File: src/rtl/core/bfiq_pkg.sv
// ----------------------------------------------------------------------------
// Bloom filter package
// Shared constants, types and controller state encoding.
// ----------------------------------------------------------------------------
`default_nettype none

package bfiq_pkg;

    localparam int FILTER_BITS_DEF = 1024;
    localparam int NH_W            = 6;
    localparam int FS_W            = 11;
    localparam int KEY_W           = 64;
    localparam int CFG_IDX_W       = 1;
    localparam int CFG_DATA_W      = 11;

    localparam logic [CFG_IDX_W-1:0] REG_NUM_HASHES  = 1'd0;
    localparam logic [CFG_IDX_W-1:0] REG_FILTER_SIZE = 1'd1;

    localparam logic [NH_W-1:0] NUM_HASHES_RST  = 6'd10;
    localparam logic [FS_W-1:0] FILTER_SIZE_RST = 11'd64;

    localparam logic OP_INSERT = 1'b0;
    localparam logic OP_QUERY  = 1'b1;

    localparam logic [63:0] MM_C1 = 64'h87c37b91114253d5;
    localparam logic [63:0] MM_C2 = 64'h4cf5ad432745937f;
    localparam logic [63:0] FM_C1 = 64'hff51afd7ed558ccd;
    localparam logic [63:0] FM_C2 = 64'hc4ceb9fe1a85ec53;

    typedef enum logic [3:0] {
        ST_CLEAR,
        ST_IDLE,
        ST_HASH,
        ST_MOD,
        ST_PROBE,
        ST_WAIT,
        ST_CHECK,
        ST_DONE
    } t_state;

    // Controller commands to the datapath.
    typedef struct packed {
        logic load;       // capture key and opcode
        logic hash_step;  // advance the hash sequencer
        logic mod_start;  // start the modulo unit on the current probe value
        logic mod_step;   // one restoring step
        logic mem_access; // read or write the probed entry
        logic next_probe; // advance to the next probe
        logic clr_step;   // clearing pass write
        logic done;       // present result
    } t_cmd;

    // Datapath status to the controller.
    typedef struct packed {
        logic hash_done;
        logic mod_done;
        logic probes_done;
        logic bit_zero;   // query saw a clear bit
        logic clr_done;
    } t_sts;

endpackage

`default_nettype wire

File: src/rtl/core/bfiq_ctrl.sv
// ----------------------------------------------------------------------------
// Bloom filter controller
// Sequences clearing, hashing, modulo reduction and per-probe store access.
// ----------------------------------------------------------------------------
`default_nettype none

module bfiq_ctrl (
    input  wire                   i_clk,
    input  wire                   i_rst_n,
    input  wire                   i_start,
    input  wire bfiq_pkg::t_sts   i_sts,
    output logic                  o_busy,
    output bfiq_pkg::t_cmd        o_cmd
);

    bfiq_pkg::t_state r_state, n_state;

    always_ff @(posedge i_clk) begin
        if (!i_rst_n) begin
            r_state <= bfiq_pkg::ST_CLEAR;
        end else begin
            r_state <= n_state;
        end
    end

    always_comb begin
        n_state = r_state;
        case (r_state)
            bfiq_pkg::ST_CLEAR: if (i_sts.clr_done) n_state = bfiq_pkg::ST_IDLE;
            bfiq_pkg::ST_IDLE:  if (i_start) n_state = bfiq_pkg::ST_HASH;
            bfiq_pkg::ST_HASH:  if (i_sts.hash_done) n_state = bfiq_pkg::ST_CHECK;
            bfiq_pkg::ST_CHECK: begin
                if (i_sts.probes_done) n_state = bfiq_pkg::ST_DONE;
                else n_state = bfiq_pkg::ST_MOD;
            end
            bfiq_pkg::ST_MOD:   if (i_sts.mod_done) n_state = bfiq_pkg::ST_PROBE;
            bfiq_pkg::ST_PROBE: n_state = bfiq_pkg::ST_WAIT;
            bfiq_pkg::ST_WAIT: begin
                if (i_sts.bit_zero) n_state = bfiq_pkg::ST_DONE;
                else n_state = bfiq_pkg::ST_CHECK;
            end
            bfiq_pkg::ST_DONE:  n_state = bfiq_pkg::ST_IDLE;
            default:            n_state = bfiq_pkg::ST_IDLE;
        endcase
    end

    always_comb begin
        o_cmd  = '0;
        o_busy = 1'b1;
        case (r_state)
            bfiq_pkg::ST_CLEAR: o_cmd.clr_step = 1'b1;
            bfiq_pkg::ST_IDLE: begin
                o_busy = 1'b0;
                o_cmd.load = i_start;
            end
            bfiq_pkg::ST_HASH:  o_cmd.hash_step = 1'b1;
            bfiq_pkg::ST_CHECK: o_cmd.mod_start = !i_sts.probes_done;
            bfiq_pkg::ST_MOD:   o_cmd.mod_step = 1'b1;
            bfiq_pkg::ST_PROBE: o_cmd.mem_access = 1'b1;
            bfiq_pkg::ST_WAIT:  o_cmd.next_probe = 1'b1;
            bfiq_pkg::ST_DONE:  o_cmd.done = 1'b1;
            default:            o_busy = 1'b1;
        endcase
    end

endmodule

`default_nettype wire

File: config.mk
export PLATFORM = sky130hd
export DESIGN_NAME = bfiq_ctrl
export DESIGN_NICKNAME = d
export VERILOG_FILES = /design/src/rtl/core/bfiq_pkg.sv /design/src/rtl/core/bfiq_ctrl.sv
export SDC_FILE = /design/constraint.sdc
export NUM_CORES = 1
export LEC_CHECK = 0
export BUFFER_PORTS_ARGS = -buffer_cell sky130_fd_sc_hd__buf_2
export CAP_MARGIN = 20
export CORE_AREA = 8 8 45 47
export DETAILED_ROUTE_END_ITERATION = 10
export DIE_AREA = 0 0 53 55
export HOLD_SLACK_MARGIN = 0.08
export SLEW_MARGIN = 25
export SYNTH_ARGS = -nofsm -noshare
export SYNTH_HDL_FRONTEND = slang
export SYNTH_SLANG_ARGS = --single-unit
export TNS_END_PERCENT = 30
File: constraint.sdc
create_clock -name i_clk -period 1.6 [get_ports i_clk]
set_input_delay 0.16 -clock i_clk [delete_from_list [all_inputs] [get_ports i_clk]]
set_output_delay 0.16 -clock i_clk [all_outputs]
set_load 0.02 [all_outputs]
==> flow_summary.ini, run 1 <==
[status]
status = complete, no violations

[pwr]
powerDensity_mw_per_mm2 = 1640
peakVddDrop_mv = 0.794
leakagePower_nw = 0.193

[global_route]
grt_first_pass_wirelength_um = 1170
grt_max_degree = 16
grt-ovfl-total = 0
grt_pass1_vias = 286
antenna_found_initial = 0
grtUsageTotal_pct = 5.46

[sta]
slew_viol_final = 0
final_hold_viol_count = 0
fin_setup_tns_ns = 0
fin_ws_ns = 0.140
rsz0062_at_grt = false
fin_crit_sh_pct = 91.3
min_period_ns = 1.46
tightest_slew_ns = 0.483
maxSlewHeadroom_pct = 67.7
fmax_mhz = 685
whs_ns = 0.179
skew_ns = 0.00844
finalSetupViolCount = 0

[yosys]
synth-edff-count = 0
synth_area_um2 = 278
postSynth.asyncResetShare_pct = 0
yosysMostFrequentCell = nor2_1
ys_types = 23
synth_seq_cells = 3
yosysSeqAreaShare_pct = 21.6
synth_top_cell_by_area = dfxtp_1
netlist_top_cells_count = nor2_1, dfxtp_1, nand2_1
yosys_warnings = 0
ys.flop_type = dfxtp_1
syn-num-nets = 44
yosys-top-cells-area = dfxtp_1, mux2i_1, nor2_1
syn_avg_cell_area_um2 = 7.72
syn_inst = 36
synth.top_cell.area_share_pct = 21.6

[routing]
via_per_inst = 4.15
postRouteAntennaNets = 0
wl_um = 711
num_vias = 282
remaining_drc_errors = 0
wire_per_inst_um = 10.5
first_iter_violations = 3
first_pass_iters = 2

[layout]
syn_to_final_growth_pct = 35.1
drive_gt1_share_pct = 40.4
finalCoreUtilization_pct = 27.1
largest_reg_flops = 3
nNetsFinal = 61
reg.largest.list = r_state x3
fin_cells = 68
antenna_cells = 0
top_register = r_state

[floorplanning]
pin_count = 17
rows = 14
die_area_mm2 = 0.00292
initial_core_util_pct = 20.1
die_h_um = 55
core-area_mm2 = 0.00138
dieWidth_um = 53

[clocking]
clkTransAtPathRegs_ns = 0.04
cts_buffers = 3
hold_buffers = 0
cts_tree = yes
clock_latency_ns = 0.24
cts_root_buf = clkbuf_4
htreeDepth = 1
post_cts_resized = 0
cts_sinks = 3
post-cts-setup-buffers = 0
cts_buffer_depth = 2

[run]
maxCapViolCount = 0

[placed_design]
gp_congestion = 0.748
post-place-ws_ns = 0.259
numPortBuffers = 16
placed_cells = 64

[min_path]
worstHoldStart = i_rst_n
hold_class = input pin to flop
hold_end = r_state[2]$_SDFFE_PN0P_
worstHoldPathCells = 2

[worst_setup_path]
critPathKind = flop to output port
ff2ff_setup_slack_ns = 0.25
startpoint_type = flop
reg2reg_from = r_state[0]$_SDFFE_PN0P_
crit_arrival_ns = 1.30
cp_max_fo = 12
end_kind = output port
worstRegToRegCells = 3
worstReg2RegEnd = r_state[1]$_SDFFE_PN0P_
required_ns = 1.44
critical path, stage by stage (launching register included):
cell     delay, ns
dfxtp_1       0.50
nor2b_1       0.25
and2_1        0.14
buf_2         0.16
per-layer routing:
layer	part of all wire, %	GRT usage (%)	routed length (um)	up-vias
met3	9.4	4.55	67	0
met2	54	8.59	382	8
met5	0	0	0	-
li1	-	-	-	154
met1	37	5.01	261	120
met4	0	2.59	0	0
cells by family after synthesis:
kind of cell	synth area share, %
AO/OA/AOI/OAI	18.9
XOR/XNOR	3.15
buffers and inverters	11.7
flip-flops	21.6
multiplexers	12.2
AND/OR/NAND/NOR	32.4
per-stage QoR:
| stage | cell area [um^2] | total power, mW |
|---|---|---|
| 4_1_cts | 375 | 0.625 |
| 2_1_floorplan | 278 | 0.434 |
| 5_1_grt | 375 | 0.677 |
| 3_5_place_dp | 349 | 0.485 |
| 6_report | 375 | 0.615 |
| 3_3_place_gp | 349 | 0.480 |
layout make-up:
type                       instances  area (um^2)
clock buffer                       4         26.3
fill                             166         1010
inverter                           1         3.75
multi-input combinational         28          185
sequential                         3         60.1
tap                               16         20.0
timing repair buffer              16         80.1
placed cells by master, fill, tap and decap left out, drive strengths merged:
master and count:
a211oi 1, a21boi 1, a21oi 1, a22oi 1
and2 1, and3 2, buf 16, clkbuf 4
dfxtp 3, inv 1, mux2i 3, nand2 3
nand2b 2, nor2 5, nor2b 1, nor3 1
nor3b 1, nor4bb 1, o21a 2, o21ai 1
xor2 1
power by group:
part           internal [mW]  leakage (nW)  total, mW  switching (mW)
combinational          0.136         0.154      0.306           0.171
clock                 0.0937        0.0150      0.138          0.0438
sequential            0.0996        0.0246      0.171          0.0714
worst max path at each step:
stage                             from                 endpoint  cells past startpoint
2_1_floorplan  r_state[0]$_SDFFE_PN0P_                 o_cmd[5]                      3
3_3_place_gp   r_state[0]$_SDFFE_PN0P_  r_state[0]$_SDFFE_PN0P_                      3
3_5_place_dp   r_state[0]$_SDFFE_PN0P_  r_state[0]$_SDFFE_PN0P_                      3
4_1_cts        r_state[1]$_SDFFE_PN0P_                 o_cmd[4]                      3
5_1_grt        r_state[1]$_SDFFE_PN0P_                 o_cmd[4]                      3
6_report       r_state[1]$_SDFFE_PN0P_                 o_cmd[4]                      3
Note: power is estimated with default switching activity, not from simulation.
==> run 2, diff against run 1 <==
--- a/config.mk
+++ b/config.mk
@@ -5,11 +5,12 @@
 export SDC_FILE = /design/constraint.sdc
 export NUM_CORES = 1
 export LEC_CHECK = 0
+export ABC_AREA = 1
 export BUFFER_PORTS_ARGS = -buffer_cell sky130_fd_sc_hd__buf_2
 export CAP_MARGIN = 20
-export CORE_AREA = 8 8 45 47
+export CORE_AREA = 5 5 42 44
 export DETAILED_ROUTE_END_ITERATION = 10
-export DIE_AREA = 0 0 53 55
+export DIE_AREA = 0 0 47 49
 export HOLD_SLACK_MARGIN = 0.08
 export SLEW_MARGIN = 25
 export SYNTH_ARGS = -nofsm -noshare
==> run 2 against run 1 <==
Routed wire length increased by 8.6%. Clock power about the same. First-iteration DRC count decreased by 33%. Worst hold slack got worse by 0.013 ns. Critical endpoint is now o_cmd[7]. Highest routed layer unchanged. Largest power group unchanged. Non-clock buffer count unchanged. Largest cell class unchanged.
==> flow_summary.ini, run 2 <==
[status]
status = complete, no violations

[sta]
whs_ns = 0.165
finalSetupViolCount = 0
fin_setup_tns_ns = 0
fin_crit_sh_pct = 86.1
fin_ws_ns = 0.222
min_period_ns = 1.38
maxSlewHeadroom_pct = 78.8
rsz0062_at_grt = false
final_hold_viol_count = 0
tightest_slew_ns = 0.318
slew_viol_final = 0
fmax_mhz = 726
skew_ns = 0.000977

[worst_setup_path]
required_ns = 1.44
worstReg2RegEnd = r_state[0]$_SDFFE_PN0P_
cp_max_fo = 7
critPathKind = flop to output port
ff2ff_setup_slack_ns = 0.39
end_kind = output port
startpoint_type = flop
worstRegToRegCells = 7
crit_arrival_ns = 1.22
reg2reg_from = r_state[1]$_SDFFE_PN0P_
crit_start = r_state[0]$_SDFFE_PN0P_
crit_path_end = o_cmd[7]

[run]
maxCapViolCount = 0

[layout]
reg.largest.list = r_state x3
final_cell_mix = buf_2, nor2_1, nand2_1
layout_commonest_cell = buf_2
syn_to_final_growth_pct = 38.5
nNetsFinal = 81
design_area_um2 = 428
antenna_cells = 0
largest_reg_flops = 3
top_register = r_state
drive_gt1_share_pct = 44.4
fillers = 175

[pwr]
p_clk_share_pct = 15.5
powerDensity_mw_per_mm2 = 2050
p_switching_mw = 0.482
peakVddDrop_mv = 0.864
combPwrFrac_pct = 64.1
p_int_mw = 0.393
leakagePower_nw = 0.246
sw_frac_of_total_pct = 55.1
power_frac_seq_pct = 20.4

[yosys]
syn_inst = 53
synth.top_cell.area_share_pct = 19.4
ys_types = 16
yosysMostFrequentCell = nor2_1
postSynth.asyncResetShare_pct = 0
synth_seq_cells = 3
ys.flop_type = dfxtp_1
synth-edff-count = 0
synth_top_cell_by_area = dfxtp_1
yosysSeqAreaShare_pct = 19.4
syn_avg_cell_area_um2 = 5.83
netlist_top_cells_count = nor2_1, nand2_1, inv_1
syn-num-nets = 61
synth_area_um2 = 309
yosys_warnings = 0
yosys-top-cells-area = dfxtp_1, nor2_1, nand2_1

[floorplanning]
dieWidth_um = 47
initial_core_util_pct = 22.1
pin_count = 17
die_h_um = 49
core-area_mm2 = 0.00140
rows = 14
die_area_mm2 = 0.00230

[clocking]
clkTransAtPathRegs_ns = 0.04
clock_latency_ns = 0.23
post-cts-setup-buffers = 0
cts_tree = yes
post_cts_resized = 0
hold_buffers = 0
cts_buffer_depth = 2
cts_buffers = 3
cts_sinks = 3
htreeDepth = 1
cts_root_buf = clkbuf_4

[placed_design]
gp_congestion = 0.706
place_area_um2 = 402
post-place-ws_ns = 0.403
hpwl_um = 654
numPortBuffers = 16

[routing]
first_iter_violations = 2
first_pass_iters = 2
wl_um = 772
num_vias = 356
wire_per_inst_um = 8.77
remaining_drc_errors = 0
via_per_inst = 4.05
postRouteAntennaNets = 0

[global_route]
grt_pass1_vias = 334
grtUsageTotal_pct = 7.88
grt_max_degree = 9
grt_first_pass_wirelength_um = 1340
grt-ovfl-total = 0
antenna_found_initial = 0

[min_path]
hold_class = input pin to flop
-- run 2: cell count changes after synthesis, moves of 2 or more --
cell / change
inv_2: +3
nand2b_1: -2
a21oi_1: +2
nand2_1: +9
nand2_2: +2
nor2_2: +2
and3_1: -2
o21a_1: -2
nand3_2: +3
inv_1: +4
buf_2: -2
mux2i_1: -2
nor2_1: +8
-- run 2: cell type report --
| cell class | instances | area (um^2) | share of cell area (%) |
|---|---|---|---|
| clock buffer | 4 | 26.3 | 6.14 |
| inverter | 8 | 30.0 | 7.02 |
| multi-input combinational | 41 | 211 | 49.4 |
| sequential | 3 | 60.1 | 14.0 |
| tap | 16 | 20.0 | 4.68 |
| timing repair buffer | 16 | 80.1 | 18.7 |
-- run 2: layer usage --
metal  part of all wire, %  vias up  wire length, um  global-route usage (%)
li1                      -      200                -                       -
met1                    43      148              331                    8.32
met2                    50        8              388                    13.3
met3                   6.7        0               52                    4.43
met4                     0        0                0                    1.38
met5                     0        -                0                       0
-- run 2: worst min-delay path by stage --
stage	startpoint	endpoint	slack [ns]	depth (start not counted)
after detailed placement	i_rst_n	r_state[2]$_SDFFE_PN0P_	0.41	3
after global routing	i_rst_n	r_state[2]$_SDFFE_PN0P_	0.16	3
final	i_rst_n	r_state[2]$_SDFFE_PN0P_	0.17	3
after global placement	i_rst_n	r_state[2]$_SDFFE_PN0P_	0.40	3
after floorplan	i_rst_n	r_state[2]$_SDFFE_PN0P_	0.27	2
after CTS	i_rst_n	r_state[2]$_SDFFE_PN0P_	0.16	3
-- run 2: kinds of logic (layout without fill, tap and decap cells) --
kind of cell | after synthesis | after routing | share of synthesized area [%]
compound gates | 4 | 4 | 7.69
simple gates | 37 | 37 | 60.7
flops | 3 | 3 | 19.4
buf+inv | 9 | 28 | 12.1
-- run 2: metrics by stage --
stage / power (mW) / utilization, % / std cells
after floorplan: 0.619 / - / 53
after global placement: 0.741 / 28.7 / 84
after detailed placement: 0.748 / 28.7 / 84
after CTS: 0.889 / 30.5 / 88
after global routing: 0.975 / 30.5 / 88
final: 0.876 / 30.5 / 88
-- run 2: power groups by stage --
stage          clock network [mW]  logic [mW]  registers [mW]
2_1_floorplan                   0       0.477           0.143
3_3_place_gp                    0       0.564           0.177
3_5_place_dp                    0       0.568           0.180
4_1_cts                     0.140       0.570           0.179
5_1_grt                     0.161       0.626           0.189
6_report                    0.136       0.562           0.179
-- run 2: worst max-delay path: stages, from the launching register on --
cell and delay (ns):
dfxtp_1 0.45, inv_2 0.12, nor2_4 0.11, nand2_1 0.07, nor2_1 0.08, buf_2 0.16
